===== config.mk =====
export PLATFORM = sky130hd
export DESIGN_NAME = rbpc_accum
export DESIGN_NICKNAME = d
export VERILOG_FILES = /design/src/sv/rbpc_pkg.sv /design/src/sv/rbpc_accum.sv
export SDC_FILE = /design/constraint.sdc
export NUM_CORES = 1
export LEC_CHECK = 0
export BUFFER_PORTS_ARGS = -buffer_cell sky130_fd_sc_hd__buf_2
export CORE_MARGIN = 2
export CORE_UTILIZATION = 43
export DETAILED_ROUTE_END_ITERATION = 10
export GPL_TIMING_DRIVEN = 0
export PLACE_DENSITY = 0.89
export SETUP_SLACK_MARGIN = 0.2
export SYNTH_ARGS = -nofsm -noshare
export SYNTH_HDL_FRONTEND = slang
export SYNTH_SLANG_ARGS = --single-unit

===== constraint.sdc =====
create_clock -name clk -period 5.3 [get_ports clk]
set_clock_uncertainty 0.05 [all_clocks]
set_input_delay 1.06 -clock clk [delete_from_list [all_inputs] [get_ports clk]]
set_output_delay 1.06 -clock clk [all_outputs]
set_load 0.02 [all_outputs]

===== src/sv/rbpc_pkg.sv =====
// Shared types and constants for the repeated block pair counter.
package rbpc_pkg;

  localparam int MAX_BLOCKS_DEFAULT = 256;
  localparam int PAIR_W = 15;
  localparam logic [PAIR_W-1:0] PAIR_LIMIT = {PAIR_W{1'b1}};

  typedef struct packed {
    logic [63:0] block_high;
    logic [63:0] block_low;
    logic        last_block;
  } in_word_t;

  typedef struct packed {
    logic [PAIR_W-1:0] pair_count;
    logic              ecb_detected;
    logic              overflow;
  } out_word_t;

  // A block travelling down the cell row.
  typedef struct packed {
    logic        valid;
    logic        last;
    logic        placed;
    logic [63:0] block_high;
    logic [63:0] block_low;
  } token_t;

endpackage


===== src/sv/rbpc_accum.sv =====
// End of the row: running pair total, overflow flag and the output register.
module rbpc_accum
  import rbpc_pkg::*;
#(
  parameter int CW = 9
) (
  input  logic          clk,
  input  logic          rst,
  input  token_t        tok,
  input  logic [CW-1:0] cnt,
  output logic          adv,
  output logic          out_valid,
  input  logic          out_ready,
  output out_word_t     out_word
);

  logic [PAIR_W-1:0] pair_total;
  logic              overflow_seen;
  logic [PAIR_W:0]   sum;
  logic [PAIR_W-1:0] sum_sat;
  logic [CW-1:0]     add;
  logic              ovf;

  // The row moves unless a final word would land on a result not yet taken.
  assign adv = !(tok.valid && tok.last && out_valid && !out_ready);

  // A block that found no empty cell met a full store, so its matches do not count.
  assign add     = tok.placed ? cnt : '0;
  assign sum     = {1'b0, pair_total} + (PAIR_W+1)'(add);
  assign sum_sat = sum[PAIR_W] ? PAIR_LIMIT : sum[PAIR_W-1:0];
  assign ovf     = overflow_seen || !tok.placed;

  always_ff @(posedge clk) begin
    if (rst) begin
      pair_total    <= '0;
      overflow_seen <= 1'b0;
      out_valid     <= 1'b0;
    end else begin
      if (adv && tok.valid && tok.last) begin
        out_valid <= 1'b1;
      end else if (out_ready) begin
        out_valid <= 1'b0;
      end
      if (adv && tok.valid) begin
        if (tok.last) begin
          pair_total    <= '0;
          overflow_seen <= 1'b0;
        end else begin
          pair_total    <= sum_sat;
          overflow_seen <= ovf;
        end
      end
    end
  end

  always_ff @(posedge clk) begin
    if (adv && tok.valid && tok.last) begin
      out_word.pair_count   <= sum_sat;
      out_word.ecb_detected <= (sum_sat != '0);
      out_word.overflow     <= ovf;
    end
  end

endmodule


# Word-level counts from Yosys, hierarchy flattened
# Cells that the tools add are included.
# W data, S select, Z words.
[word_totals]
out_inout_bits = 19
elab_cells = 24
input_bits = 143
register_bits = 34
[op_classes]
add_sub_neg = 1
n_reduce_logical = 11
mux = 6
[ops]
columns = ["operator", "n"]
rows = [
  ["$mux W15", 2],
  ["$add A15 B9 Y16", 1],
  ["$reduce_bool A15 Y1", 1],
  ["$mux W9", 1],
  ["$logic_and A1 B1 Y1", 5],
  ["$logic_not A1 Y1", 3],
  ["$mux W1", 3],
  ["$reduce_bool A2 Y1", 1],
  ["$logic_or A1 B1 Y1", 1],
]

# Longest topological paths before layout
[logic_depth]
depth_word = 7
mapped_depth = 10

# Worst setup path before layout
# OpenSTA, ideal clock, no wires.
[synth_timing]
path_type = "input port to flip-flop"
from = "in tok[128] in the netlist's numbering"
to = "reg out_word[1] in the netlist's numbering (data pin)"
arrival_ns = 3.268
setup_slack_ns = 1.710
n_path_buf = 1
cell_stages = 10
path_cell_list = "clkbuf_1 > and2_1 > ha_1 > fa_1 > a211o_1 > a21o_4 > a221oi_4 > xnor2_1 > nor4b_1 > nand4_1"
[synth_via]
elab_chain_len = 4
[synth_rtl]
columns = ["element", "line", "rtl"]
rows = [
  ["from (decl)", "rbpc_accum.sv:9", "input token_t tok,"],
  ["$mux W9", "rbpc_accum.sv:28", "assign add = tok.placed ? cnt : '0;"],
  ["$add A15 B9 Y16", "rbpc_accum.sv:29", "assign sum = {1'b0, pair_total} + (PAIR_W+1)'(add);"],
  ["$mux W15", "rbpc_accum.sv:30", "assign sum_sat = sum[PAIR_W] ? PAIR_LIMIT : sum[PAIR_W-1:0];"],
  ["$reduce_bool A15 Y1", "rbpc_accum.sv:59", "out_word.ecb_detected <= (sum_sat != '0);"],
  ["to (decl)", "rbpc_accum.sv:14", "output out_word_t out_word"],
]
# Every way passes these cells.
# A chain may end at the register's enable or synchronous reset.

# Worst setup path in the final report
# Same ends and word-level chain as after synthesis.

==> flow_summary.toml <==
[synth]
syn_area_um2 = 2030
synth_edf_count = 17
syn_nets = 366
async_flop_share = 0
avgSynthCellArea_um2 = 9.53
syn_inst = 213
ys.flop_type = "edfxtp_1"
synth_cell_types = 53
yosysSeqAreaShare = 0.419
ys_warn_count = 0
synth-seq-cells = 34

[placed_design]
io_buffer_count = 32
globalplace.congestion = 0.922
dp_hpwl_mm = 3.29
dp.cells = 297
dpl_cell_area_um2 = 2250

[clock_network]
clk_path_buf_depth = 2
clock_sinks = 34
clk_latency_ns = 0.29
path_clk_slew_ns = 0.08
cts_tree = "done"
post_cts_resize_count = 0
numCtsBuffers = 5
post_cts_buffers = 0
ctsHtreeMaxLevel = 2
hold_buffers = 0
root_buffer = "clkbuf_8"

[worst_setup_path]
worstPathRequired_ns = 5.27
r2r_end = "out_word[1]"
end_kind = "flip-flop"
crit_path_max_incr_delay_ns = 0.44
reg2reg_from = "pair_total[0]"
path_max_fanout = 10
worstSetupPathType = "in2reg"
crit_chain = "buf_2 > clkbuf_1 > and2_1 > ha_1 > fa_1 > a211o_1 > a21o_4 > a221oi_4 > xnor2_1 > nor4b_1 > nand4_1"
reg2reg_slack_ns = 2.45
startpoint_type = "input pin"
path_buf_inv = 2
cp-startpoint = "tok[128]"
slowest_stage = "fa_1"
arrival_ns = 3.74
worstSetupPathDepth = 11
cp_top_family = "compound AO/OA/AOI/OAI gates"
r2r_cells = 8
crit_path_end = "out_word[1]"

[sta]
rsz0062_at_grt = "false"
worst_pin_slew_ns = 0.544
hold_slack_ns = 0.414
min_period_over_period = 0.712
maxSlewHeadroom = 0.636
final.setup.tns_ns = 0
hold_violations = 0
clock.fmax_mhz = 265
maxSlewViolCount = 0
fin_crit_ns = 3.77
finalSetupViolCount = 0

[pwr]
power_frac_comb = 0.144
p_leak_nw = 0.958
power.density_nw_per_um2 = 236
clock_power_share = 0.332
ir_worst_vdd_v = 0.0000868
intPower_uw = 407
switchingPower_uw = 146
power.share.sequential = 0.524
switching_share = 0.264

[global_route]
grt_first_pass_wirelength_mm = 7.20
grt_usage = 0.174
grt_max_degree = 19
grt_pass1_vias = 1583
grt_overflow = 0
antenna_found_initial = 0

[detailed_routing]
vias_per_cell = 5.70
drc_errors = 0
avgRoutedWirePerCell_um = 14.3
num_vias = 1744
drtAntennaViolNets = 0
drt-pass1-iter-count = 4
drt_iter0_markers = 148
routed_wirelength_mm = 4.38

[floorplanning]
start_util = 0.457
core-area_um2 = 4440
pin_count = 162
dieArea_um2 = 5290
die_y_um = 72.7
fp.dieW_um = 72.7
rows = 24

[cells_and_area]
postLayoutCellArea_um2 = 2350
synthToLayoutAreaGrowth_pct = 15.7
n_antenna_cell = 0
nNetsFinal = 406
post_route_cells_drive_above_1_share = 0.248
stdcell_count = 306

[status]
status = "finished clean"

[flow_run]
drv_cap = 0

[hold_path]
hold_depth = 2
hold_path_class = "reg2reg"
hp-start = "pair_total[2]"
## cell usage in the layout, fill, tap and decap left out, types with 3 or more instances in the layout
cell type	instances
a21o_1	5
a21oi_1	19
and2_1	10
and3_1	4
buf_2	35
clkbuf_1	7
clkbuf_8	5
dfxtp_1	17
edfxtp_1	17
ha_1	9
nand2_1	18
nand2b_1	6
nand3_1	4
nor2_1	13
nor2b_1	3
nor3_1	4
o21a_1	3
o21ai_0	15
or2_2	5
xnor2_1	5
xor2_1	4
## how the worst min path moves through the flow
| stage | endpoint | slack, ns |
|---|---|---|
| after global placement | pair_total[6] | 0.39 |
| after detailed placement | pair_total[8] | 0.41 |
| after global routing | pair_total[8] | 0.42 |
| after floorplan | pair_total[0] | 0.39 |
| after CTS | pair_total[8] | 0.42 |
| final | pair_total[2] | 0.41 |
## synth_stat cells (2+ instances only)
master | instances | area, um^2
and2_1 | 10 | 62.6
xnor2_1 | 5 | 43.8
nor4b_1 | 2 | 17.5
o21ai_1 | 2 | 10.0
xor2_1 | 4 | 35.0
o21a_1 | 3 | 22.5
a21oi_2 | 2 | 17.5
a41oi_1 | 2 | 17.5
ha_1 | 9 | 113
dfxtp_1 | 17 | 340
nor3_2 | 2 | 20.0
nand4_1 | 2 | 12.5
edfxtp_1 | 17 | 510
nor2b_1 | 3 | 18.8
nand3_1 | 4 | 20.0
clkbuf_1 | 7 | 26.3
a21o_1 | 5 | 37.5
or2_2 | 5 | 31.3
a21oi_1 | 19 | 95.1
nand2_1 | 18 | 67.6
o211ai_1 | 2 | 15.0
and3_1 | 4 | 25.0
nor3_1 | 4 | 20.0
buf_2 | 3 | 15.0
nor2_1 | 13 | 48.8
a22oi_1 | 2 | 15.0
o31ai_1 | 2 | 15.0
o21ai_0 | 15 | 75.1
nand2b_1 | 6 | 37.5
## power groups by stage
stage                     logic, mW  clock network, mW  registers [mW]
after floorplan              0.0457                  0           0.305
after global placement       0.0764                  0           0.295
after detailed placement     0.0788                  0           0.296
after CTS                    0.0791              0.188           0.290
after global routing         0.0877              0.200           0.290
final                        0.0799              0.184           0.290
## sequential cells by signal, indices dropped and copies added (netlist names)
register       flops
out_word          17
pair_total        15
out_valid          1
overflow_seen      1
## tightest hold or removal path: cells and delay by family, from the launching register on
kind,cells,cell delay (ns)
flip-flops,1,0.32
AO/OA/AOI/OAI,1,0.05
AND/OR/NAND/NOR,1,0.05
## final cells by class
class | count | area, um^2
clock inverters | 3 | 16.3
repair buffers | 33 | 168
well taps | 52 | 65.1
flip-flops and latches | 34 | 851
multi-input cells | 167 | 1130
inverters | 1 | 3.75
plain buffers | 11 | 46.3
fillers | 432 | 2100
clock buffers | 5 | 68.8
## metal layers
metal | GRT usage | routed length (um) | vias to the layer above
li1 | - | - | 871
met5 | 0 | 0 | -
met1 | 0.221 | 1940 | 805
met4 | 0.0576 | 51 | 0
met2 | 0.295 | 2120 | 61
met3 | 0.0373 | 270 | 7
## stage by stage
| stage | worst slack, ns | util | power [mW] |
|---|---|---|---|
| after CTS | 1.55 | 0.526 | 0.557 |
| after floorplan | 1.71 | - | 0.350 |
| after global routing | 1.32 | 0.528 | 0.578 |
| after detailed placement | 1.26 | 0.507 | 0.375 |
| final | 1.53 | 0.528 | 0.553 |
| after global placement | 1.34 | 0.507 | 0.372 |
## logic make-up (layout without fill, tap and decap cells)
family	count (synthesis)	after routing	synth area share
adder cells (fa/ha/maj)	10	10	0.0654
buffers and inverters	12	53	0.0247
XOR/XNOR	9	9	0.0388
AND/OR/NAND/NOR	78	78	0.209
multiplexers	1	1	0.00555
AO/OA/AOI/OAI	69	69	0.237
flip-flops	34	34	0.419
(Power assumes the default switching activity.)
