**config.mk**
```make
export PLATFORM = sky130hd
export DESIGN_NAME = rbpc_cell
export DESIGN_NICKNAME = d
export VERILOG_FILES = /design/src/sv/rbpc_pkg.sv /design/src/sv/rbpc_cell.sv
export SDC_FILE = /design/constraint.sdc
export NUM_CORES = 1
export LEC_CHECK = 0
export ABC_AREA = 1
export BUFFER_PORTS_ARGS = -buffer_cell sky130_fd_sc_hd__buf_2
export CAP_MARGIN = 20
export CORE_ASPECT_RATIO = 0.75
export CORE_MARGIN = 2
export CORE_UTILIZATION = 45
export DETAILED_ROUTE_END_ITERATION = 7
export HOLD_SLACK_MARGIN = 0.12
export PLACE_DENSITY = 0.7
export SYNTH_ARGS = -nofsm -noshare
export SYNTH_HDL_FRONTEND = slang
export SYNTH_SLANG_ARGS = --single-unit
```
**constraint.sdc**
```tcl
create_clock -name clk -period 12.7 [get_ports clk]
set_clock_uncertainty 0.15 [all_clocks]
set_input_delay 2.54 -clock clk [delete_from_list [all_inputs] [get_ports clk]]
set_output_delay 2.54 -clock clk [all_outputs]
set_load 0.1 [all_outputs]
```
**src/sv/rbpc_pkg.sv**
```systemverilog
// Shared types and constants for the repeated block pair counter.
package rbpc_pkg;

  localparam int MAX_BLOCKS_DEFAULT = 256;
  localparam int PAIR_W = 15;
  localparam logic [PAIR_W-1:0] PAIR_LIMIT = {PAIR_W{1'b1}};

  typedef struct packed {
    logic [63:0] block_high;
    logic [63:0] block_low;
    logic        last_block;
  } in_word_t;

  typedef struct packed {
    logic [PAIR_W-1:0] pair_count;
    logic              ecb_detected;
    logic              overflow;
  } out_word_t;

  // A block travelling down the cell row.
  typedef struct packed {
    logic        valid;
    logic        last;
    logic        placed;
    logic [63:0] block_high;
    logic [63:0] block_low;
  } token_t;

endpackage

```
**src/sv/rbpc_cell.sv**
```systemverilog
// One cell of the row: holds one stored block and compares every passing block with it.
module rbpc_cell
  import rbpc_pkg::*;
#(
  parameter int CW = 9
) (
  input  logic          clk,
  input  logic          rst,
  input  logic          adv,
  input  token_t        tok_in,
  input  logic [CW-1:0] cnt_in,
  output token_t        tok_out,
  output logic [CW-1:0] cnt_out
);

  logic        held;
  logic [63:0] kept_high;
  logic [63:0] kept_low;
  logic        match;
  logic        take;

  assign match = held && (kept_high == tok_in.block_high) && (kept_low == tok_in.block_low);
  // The first empty cell a non-final block meets is where it is stored.
  assign take  = tok_in.valid && !held && !tok_in.placed && !tok_in.last;

  always_ff @(posedge clk) begin
    if (adv) begin
      tok_out.last       <= tok_in.last;
      tok_out.placed     <= tok_in.placed || !held;
      tok_out.block_high <= tok_in.block_high;
      tok_out.block_low  <= tok_in.block_low;
      cnt_out            <= cnt_in + CW'(match);
      if (take) begin
        kept_high <= tok_in.block_high;
        kept_low  <= tok_in.block_low;
      end
    end
    if (rst) begin
      held          <= 1'b0;
      tok_out.valid <= 1'b0;
    end else if (adv) begin
      tok_out.valid <= tok_in.valid;
      if (tok_in.valid && tok_in.last) begin
        held <= 1'b0;
      end else if (take) begin
        held <= 1'b1;
      end
    end
  end

endmodule

```
After elaboration in Yosys (flattened, before gate mapping)
Index checks and enable logic that the tools add are counted.
Widths: inputs -> output; s select.
{ "totals": {"wordCells": 27, "ff_bits": 269, "output_inout_bits": 140} }
{ "classes": {"n_addsub": 1, "n_reduce_logical": 13, "muxes": 2, "eq_ne": 2} }
{ "ops": {"columns": ["op", "count"], "rows": [
  ["$eq 64x64->1", 2],
  ["$add 9x1->9", 1],
  ["$logic_and 1x1->1", 6],
  ["$reduce_and 2->1", 2],
  ["$logic_not 1->1", 3],
  ["$mux 1", 2],
  ["$reduce_bool 2->1", 1],
  ["$logic_or 1x1->1", 1]
]} }

Logic depth before layout (Yosys ltp)
Gate-level depths: netlist of run 1.
{ "depth": {"word_depth": 6, "depth_mapped": 16, "ltp_nobuf": 16} }

Least setup slack after synthesis of run 1
OpenSTA, ideal clock, no wires.
{ "synth_path": {"path_kind": "input to register", "startpoint": "in tok_in[128] (netlist bit)", "endpoint": "reg kept_high[0], enable pin", "path_stages": 3, "n_path_buf": 0, "t_arrival_ns": 11.344, "required_time_ns": 11.776, "path_slack_ns": 0.432, "cell_sequence": "inv_1 nand3_1 nor3_1"} }
{ "synth_between": {"elab_chain_len": 4} }
{ "synth_lines": {"columns": ["item", "line_no", "rtl"], "rows": [
  ["start: declaration", "rbpc_cell.sv:10", "input token_t tok_in,"],
  ["$logic_not 1->1", "rbpc_cell.sv:24", "assign take = tok_in.valid && !held && !tok_in.placed && !tok_in.last;"],
  ["$logic_and 1x1->1 (2 in a row)", "rbpc_cell.sv:24", null],
  ["$reduce_and 2->1 (no line)", null, null],
  ["end signal: assignment", "rbpc_cell.sv:34", "kept_high <= tok_in.block_high;"],
  ["end: declaration", "rbpc_cell.sv:17", "logic [63:0] kept_high;"]
]} }
No other way between the ends.
A chain may end at the register's enable or synchronous reset.

Worst setup path in the final report of run 1
{ "layout_path": {"startpoint": "in adv", "endpoint": "reg kept_low[0], enable pin"} }
{ "layout_between": {"elab_chain_len": 1} }
{ "layout_lines": {"columns": ["item", "line_no", "rtl"], "rows": [
  ["start: declaration", "rbpc_cell.sv:9", "input logic adv,"],
  ["$reduce_and 2->1 (no line)", null, null],
  ["end signal: assignment", "rbpc_cell.sv:35", "kept_low <= tok_in.block_low;"],
  ["end: declaration", "rbpc_cell.sv:18", "logic [63:0] kept_low;"]
]} }
No other way between the ends.

==> flow_metrics.py, run 1 <==
metrics = {
    "critical_path": {
        "slowest_delay_ns": 0.83,
        "criticalPathCategory": "input pin to register",
        "arrival_ns": 4.91,
        "cp_cell_sequence": "buf_6, inv_1, nor3_2, buf_4, buf_4",
        "worstRegToRegCells": 15,
        "critPathTopFamily": "buffers and inverters",
        "required_ns": 12.69,
        "r2r-end": "cnt_out[8]",
        "cp_max_fo": 72,
        "worstSetupStartpointType": "input pin",
        "crit_path_start": "adv",
        "timing.rr.start": "kept_high[4]",
        "r2r_setup_slack_ns": 9.85,
        "slowest_stage": "buf_4",
        "crit_path_end_kind": "register",
        "crit_buf_inv": 4,
        "path_common_cell": "buf_4",
        "crit_end": "kept_low[0]",
        "critical_path_depth": 5,
    },
    "grt": {
        "antenna_found_initial": 2,
        "grt-ovfl-total": 0,
        "grt_usage_pct": 17.3,
        "grt_max_degree": 76,
        "grt_pass1_wl_mm": 32.9,
        "first_global_vias": 6296,
    },
    "timing": {
        "period_share_pct": 38.8,
        "timing.fmax_mhz": 203,
        "setup_viol": 0,
        "period_needed_ns": 4.92,
        "slew_viol_final": 0,
        "rsz0062_at_grt": "no",
        "maxSlewHeadroom_pct": 34.3,
        "tns_ns": 0,
        "worst_pin_slew_ns": 0.985,
        "finalHoldViolations": 0,
        "worst_hold_slack_ns": 0.326,
    },
    "detailed_routing": {
        "wire_per_inst_um": 14.9,
        "first_iter_violations": 375,
        "drc_errors": 0,
        "vias_per_cell": 4.56,
        "drtAntennaViolNets": 0,
        "first_pass_iters": 4,
        "num_vias": 6563,
        "totalWireLength_mm": 21.4,
    },
    "pwr": {
        "max-vdd-ir-drop_mv": 0.123,
        "p_leak_uw": 0.00565,
        "power_uw": 2250,
        "p_per_area_nw_per_um2": 171,
    },
    "yosys": {
        "yosysSeqAreaShare_pct": 77.4,
        "netlist_instances": 805,
        "yosys.area.top_type": "edfxtp_1",
        "synth_area_per_cell_um2": 12.9,
        "synth_top_area_share_pct": 77.0,
        "synth-seq-cells": 269,
        "yosys_warnings": 0,
        "netlist_area_um2": 10400,
        "ys_types": 23,
        "syn-num-nets": 950,
        "synthTopCellsByArea": "edfxtp_1 77%, nand2_1 7.1%, inv_1 4.5%, nor2_1 3.5%, xnor2_1 2.5%",
    },
    "cts": {
        "cts_tree": "done",
        "insertion_delay_ns": 0.52,
        "cts.sinks": 269,
        "ctsResizeCount": 0,
        "cts_root_buf": "clkbuf_16",
        "post_cts_buffers": 0,
        "h-tree-depth": 1,
        "clock_path_buffers": 3,
        "numCtsBuffers": 26,
        "clk_pin_slew_ns": 0.06,
        "cts_hold_buf": 0,
    },
    "final_layout": {
        "final_area_um2": 13200,
        "nets": 1263,
        "drive_above_1_share_pct": 29.6,
        "layout_commonest_cell": "buf_2",
        "syn_to_final_growth_pct": 26.4,
        "final_cell_mix": "281 x buf_2, 267 x edfxtp_1, 196 x nand2_1",
        "utilization_pct": 57.5,
    },
    "floorplanning": {
        "start_util_pct": 45.5,
        "pin_count": 283,
        "core_um2": 22900,
        "dieHeight_um": 136,
        "rows": 48,
        "dieArea_um2": 24400,
        "fp.dieW_um": 180,
    },
    "placement": {
        "placed_area_um2": 12200,
        "dp_hpwl_mm": 15.8,
        "gp_congestion": 0.745,
        "port_buffers": 282,
    },
    "status": {
        "status": "complete, no violations",
    },
    "flow_run": {
        "max_cap_violations": 0,
    },
    "worst_hold_path": {
        "holdCritPathClass": "register to register",
    },
}
[final cells by class]
cell class | count | area, um2
fill | 1904 | 9720
sequential | 269 | 8060
multi-input combinational | 409 | 1880
timing repair buffer | 285 | 1440
clock buffer | 30 | 687
inverter | 127 | 477
tap | 300 | 375
clock inverter | 18 | 241
antenna | 1 | 2.50
[cells by family after synthesis]
logic type               after synthesis  synth area share [%]
AND/OR/NAND/NOR                      315                  11.8
flip-flops                           269                  77.4
buffers and inverters                127                  4.58
AO/OA/AOI/OAI                         50                  2.48
XOR/XNOR                              42                  3.53
adder cells (fa/ha/maj)                2                 0.240
[worst register-to-register path: cells and delay by family (launching register included)]
kind	cells	cell delay, ns
xor+xnor	1	0.15
fa+ha+maj	2	0.36
flops	1	0.39
simple gates	12	1.55
[where the power goes]
part | switching [uW] | total, uW | internal, uW
sequential | 11.5 | 1040 | 1030
clock | 321 | 831 | 509
combinational | 329 | 385 | 55.8
total | 662 | 2250 | 1590
[cell usage after synthesis]
| library cell | n |
|---|---|
| a21oi_1 | 2 |
| a21oi_2 | 1 |
| and2_0 | 1 |
| and2_1 | 1 |
| dfxtp_1 | 2 |
| edfxtp_1 | 267 |
| ha_1 | 2 |
| inv_1 | 125 |
| inv_2 | 2 |
| nand2_1 | 196 |
| nand3_1 | 10 |
| nand4_1 | 2 |
| nor2_1 | 97 |
| nor2_2 | 1 |
| nor3_1 | 2 |
| nor3_2 | 1 |
| o211ai_1 | 1 |
| o21ai_0 | 23 |
| o21ai_1 | 22 |
| o22ai_1 | 1 |
| or2_2 | 4 |
| xnor2_1 | 30 |
| xor2_1 | 12 |
[through the flow]
step	cells	worst slack [ns]
floorplan	805	0.432
global placement	1390	7.20
detailed placement	1390	7.18
CTS	1438	7.74
global route	1438	7.49
finish	1439	7.78
[worst min-delay path by stage]
stage	from	endpoint	slack (ns)	cells after the start
final	tok_out[130]	tok_out[130]	0.33	2
after global routing	tok_out[130]	tok_out[130]	0.36	2
after CTS	tok_out[130]	tok_out[130]	0.33	2
after detailed placement	tok_out[130]	tok_out[130]	0.32	2
after global placement	tok_out[130]	tok_out[130]	0.30	2
after floorplan	held	tok_out[128]	0.32	1
[metal layers]
| metal | track usage, % | vias up | wire [um] |
|---|---|---|---|
| met1 | 24.4 | 3008 | 9980 |
| met3 | 4.95 | 28 | 1680 |
| met5 | 0 | - | 13 |
| met2 | 26.8 | 235 | 9300 |
| li1 | - | 3290 | - |
| met4 | 3.79 | 2 | 415 |
[state kept, by name, summed over array words and instances (netlist names)]
signal / flops
cnt_out: 9
held: 1
kept_high: 64
kept_low: 64
tok_out: 131
Power figures use the tool's default switching activity.
==> run 2, diff against run 1 <==
Settings changed: PLACE_DENSITY 0.7 to 0.67.
Clock period 12.7 ns to 4.8 ns, I/O delays scaled along.
==> flow_metrics.py, run 2 (synthesized netlist as in run 1, its figures left out) <==
metrics = {
    "critical_path": {
        "slowest_delay_ns": 0.19,
        "cp_max_fo": 4,
        "criticalPathCategory": "input pin to register",
        "worstSetupStartpointType": "input pin",
        "slowest_stage": "nor2_1",
        "required_ns": 4.92,
        "path_common_cell": "nand2_1",
        "arrival_ns": 3.05,
        "cp_cell_sequence": "buf_2, inv_1, nand2_1, nand2_1, nor2_1, nand2_1, nor2_1, nand2_1, nor2_1, nand3_1, nor2_2, ha_1, ha_1, nand3_1, nor3_2, nand3_1, xnor2_1",
        "crit_path_end_kind": "register",
    },
    "final_layout": {
        "drive_above_1_share_pct": 29.4,
        "layout_commonest_cell": "buf_2",
        "final_cell_mix": "281 x buf_2, 267 x edfxtp_1, 196 x nand2_1",
        "top_regs": "tok_out: 131 flops, kept_high: 64 flops, kept_low: 64 flops",
        "final_area_um2": 13100,
        "largest_register": "tok_out",
        "nFillCells": 1888,
        "nets": 1265,
        "syn_to_final_growth_pct": 25.8,
        "largest_reg_flops": 131,
        "final_cells": 1438,
    },
    "pwr": {
        "p_sw_share_pct": 30.0,
        "p_int_uw": 4050,
        "p_per_area_nw_per_um2": 442,
        "combPwrFrac_pct": 17.6,
        "max-vdd-ir-drop_mv": 0.326,
        "p_leak_uw": 0.00561,
        "switching_power_uw": 1740,
        "seq_power_share_pct": 47.4,
        "pwr-share-clk_pct": 34.9,
    },
    "timing": {
        "period_share_pct": 61.0,
        "finalHoldViolations": 0,
        "rsz0062_at_grt": "no",
        "maxSlewHeadroom_pct": 42.4,
        "period_needed_ns": 2.93,
        "worst_pin_slew_ns": 0.863,
        "slew_viol_final": 0,
        "tns_ns": 0,
        "setup_slack_ns": 1.87,
        "setup_viol": 0,
        "timing.fmax_mhz": 341,
        "worst_hold_slack_ns": 0.311,
    },
    "floorplanning": {
        "fp.dieW_um": 180,
        "rows": 48,
        "dieArea_um2": 24400,
        "core_um2": 22900,
        "start_util_pct": 45.5,
        "pin_count": 283,
        "dieHeight_um": 136,
    },
    "detailed_routing": {
        "totalWireLength_mm": 21.5,
        "num_vias": 6524,
        "drtAntennaViolNets": 0,
        "first_iter_violations": 392,
        "first_pass_iters": 4,
        "drc_errors": 0,
        "vias_per_cell": 4.54,
        "wire_per_inst_um": 14.9,
    },
    "grt": {
        "busiest_layer": "met2",
        "met3_usage_pct": 5.62,
        "globalRouteMet1Util_pct": 24.2,
        "grt_pass1_wl_mm": 33.3,
        "grt-ovfl-total": 0,
        "grt_max_degree": 68,
        "antenna_found_initial": 2,
        "global_route.usage.met2_pct": 26.9,
        "first_global_vias": 6405,
        "grt_usage_pct": 17.4,
    },
    "cts": {
        "post_cts_buffers": 0,
        "ctsResizeCount": 0,
        "clock_path_buffers": 3,
        "h-tree-depth": 1,
        "cts.sinks": 269,
        "clk_pin_slew_ns": 0.06,
        "numCtsBuffers": 27,
        "cts_root_buf": "clkbuf_16",
        "cts_tree": "done",
        "insertion_delay_ns": 0.51,
        "cts_hold_buf": 0,
    },
    "placement": {
        "dp_cells": 1391,
        "placed_area_um2": 12200,
        "pre_cts_slack_ns": 1.24,
        "dp_hpwl_mm": 15.8,
        "gp_congestion": 0.761,
        "port_buffers": 282,
    },
    "worst_hold_path": {
        "holdCritPathClass": "register to register",
    },
    "flow_run": {
        "max_cap_violations": 0,
    },
    "status": {
        "status": "complete, no violations",
    },
}
## run 2: cell count changes in the layout (fill, tap and decap cells not counted), sizes merged
| cell | change |
|---|---|
| bufinv | -3 |
| clkbuf | +1 |
| buf | +1 |
## run 2: layer usage
layer,routed length (um),share of wire [%]
met2,9460,44
met5,18,0.084
met4,405,1.9
met3,1710,8.0
met1,9890,46
## run 2: final timing paths
kind / from / end / slack [ns] / cells past startpoint
min: tok_out[130] / tok_out[130] / 0.31 / 2
max reg2reg: kept_high[4] / cnt_out[8] / 2.03 / 15
min reg2reg: tok_out[130] / tok_out[130] / 0.31 / 2
max: tok_in[68] / cnt_out[8] / 1.87 / 17
## run 2: metrics by stage
| stage | utilization, % | power, uW |
|---|---|---|
| 3_5_place_dp | 53.5 | 3820 |
| 5_1_grt | 57.2 | 5970 |
| 6_report | 57.2 | 5780 |
| 3_3_place_gp | 53.5 | 3810 |
| 4_1_cts | 57.2 | 5850 |
| 2_1_floorplan | - | 3580 |
## run 2: final cells by class
type	count	area [um2]	area share, %
timing repair buffer	286	1450	11.1
tap	300	375	2.87
clock buffer	31	691	5.28
sequential	269	8060	61.5
inverter	127	477	3.64
clock inverter	15	154	1.18
antenna	1	2.50	0.0191
multi-input combinational	409	1890	14.4
## run 2: power by group through the flow
| stage | sequential (uW) | clock, uW | combinational [uW] |
|---|---|---|---|
| finish | 2740 | 2020 | 1020 |
| global route | 2760 | 2150 | 1060 |
| CTS | 2750 | 2080 | 1030 |
| detailed placement | 2790 | 0 | 1020 |
| global placement | 2790 | 0 | 1020 |
| floorplan | 3490 | 0 | 91.3 |
## run 2: worst max-delay path: cells and delay by family
| kind | cells | cell delay (ns) |
|---|---|---|
| adder cells (fa/ha/maj) | 2 | 0.35 |
| XOR/XNOR | 1 | 0.14 |
| buffers and inverters | 2 | 0.14 |
| AND/OR/NAND/NOR | 12 | 1.45 |
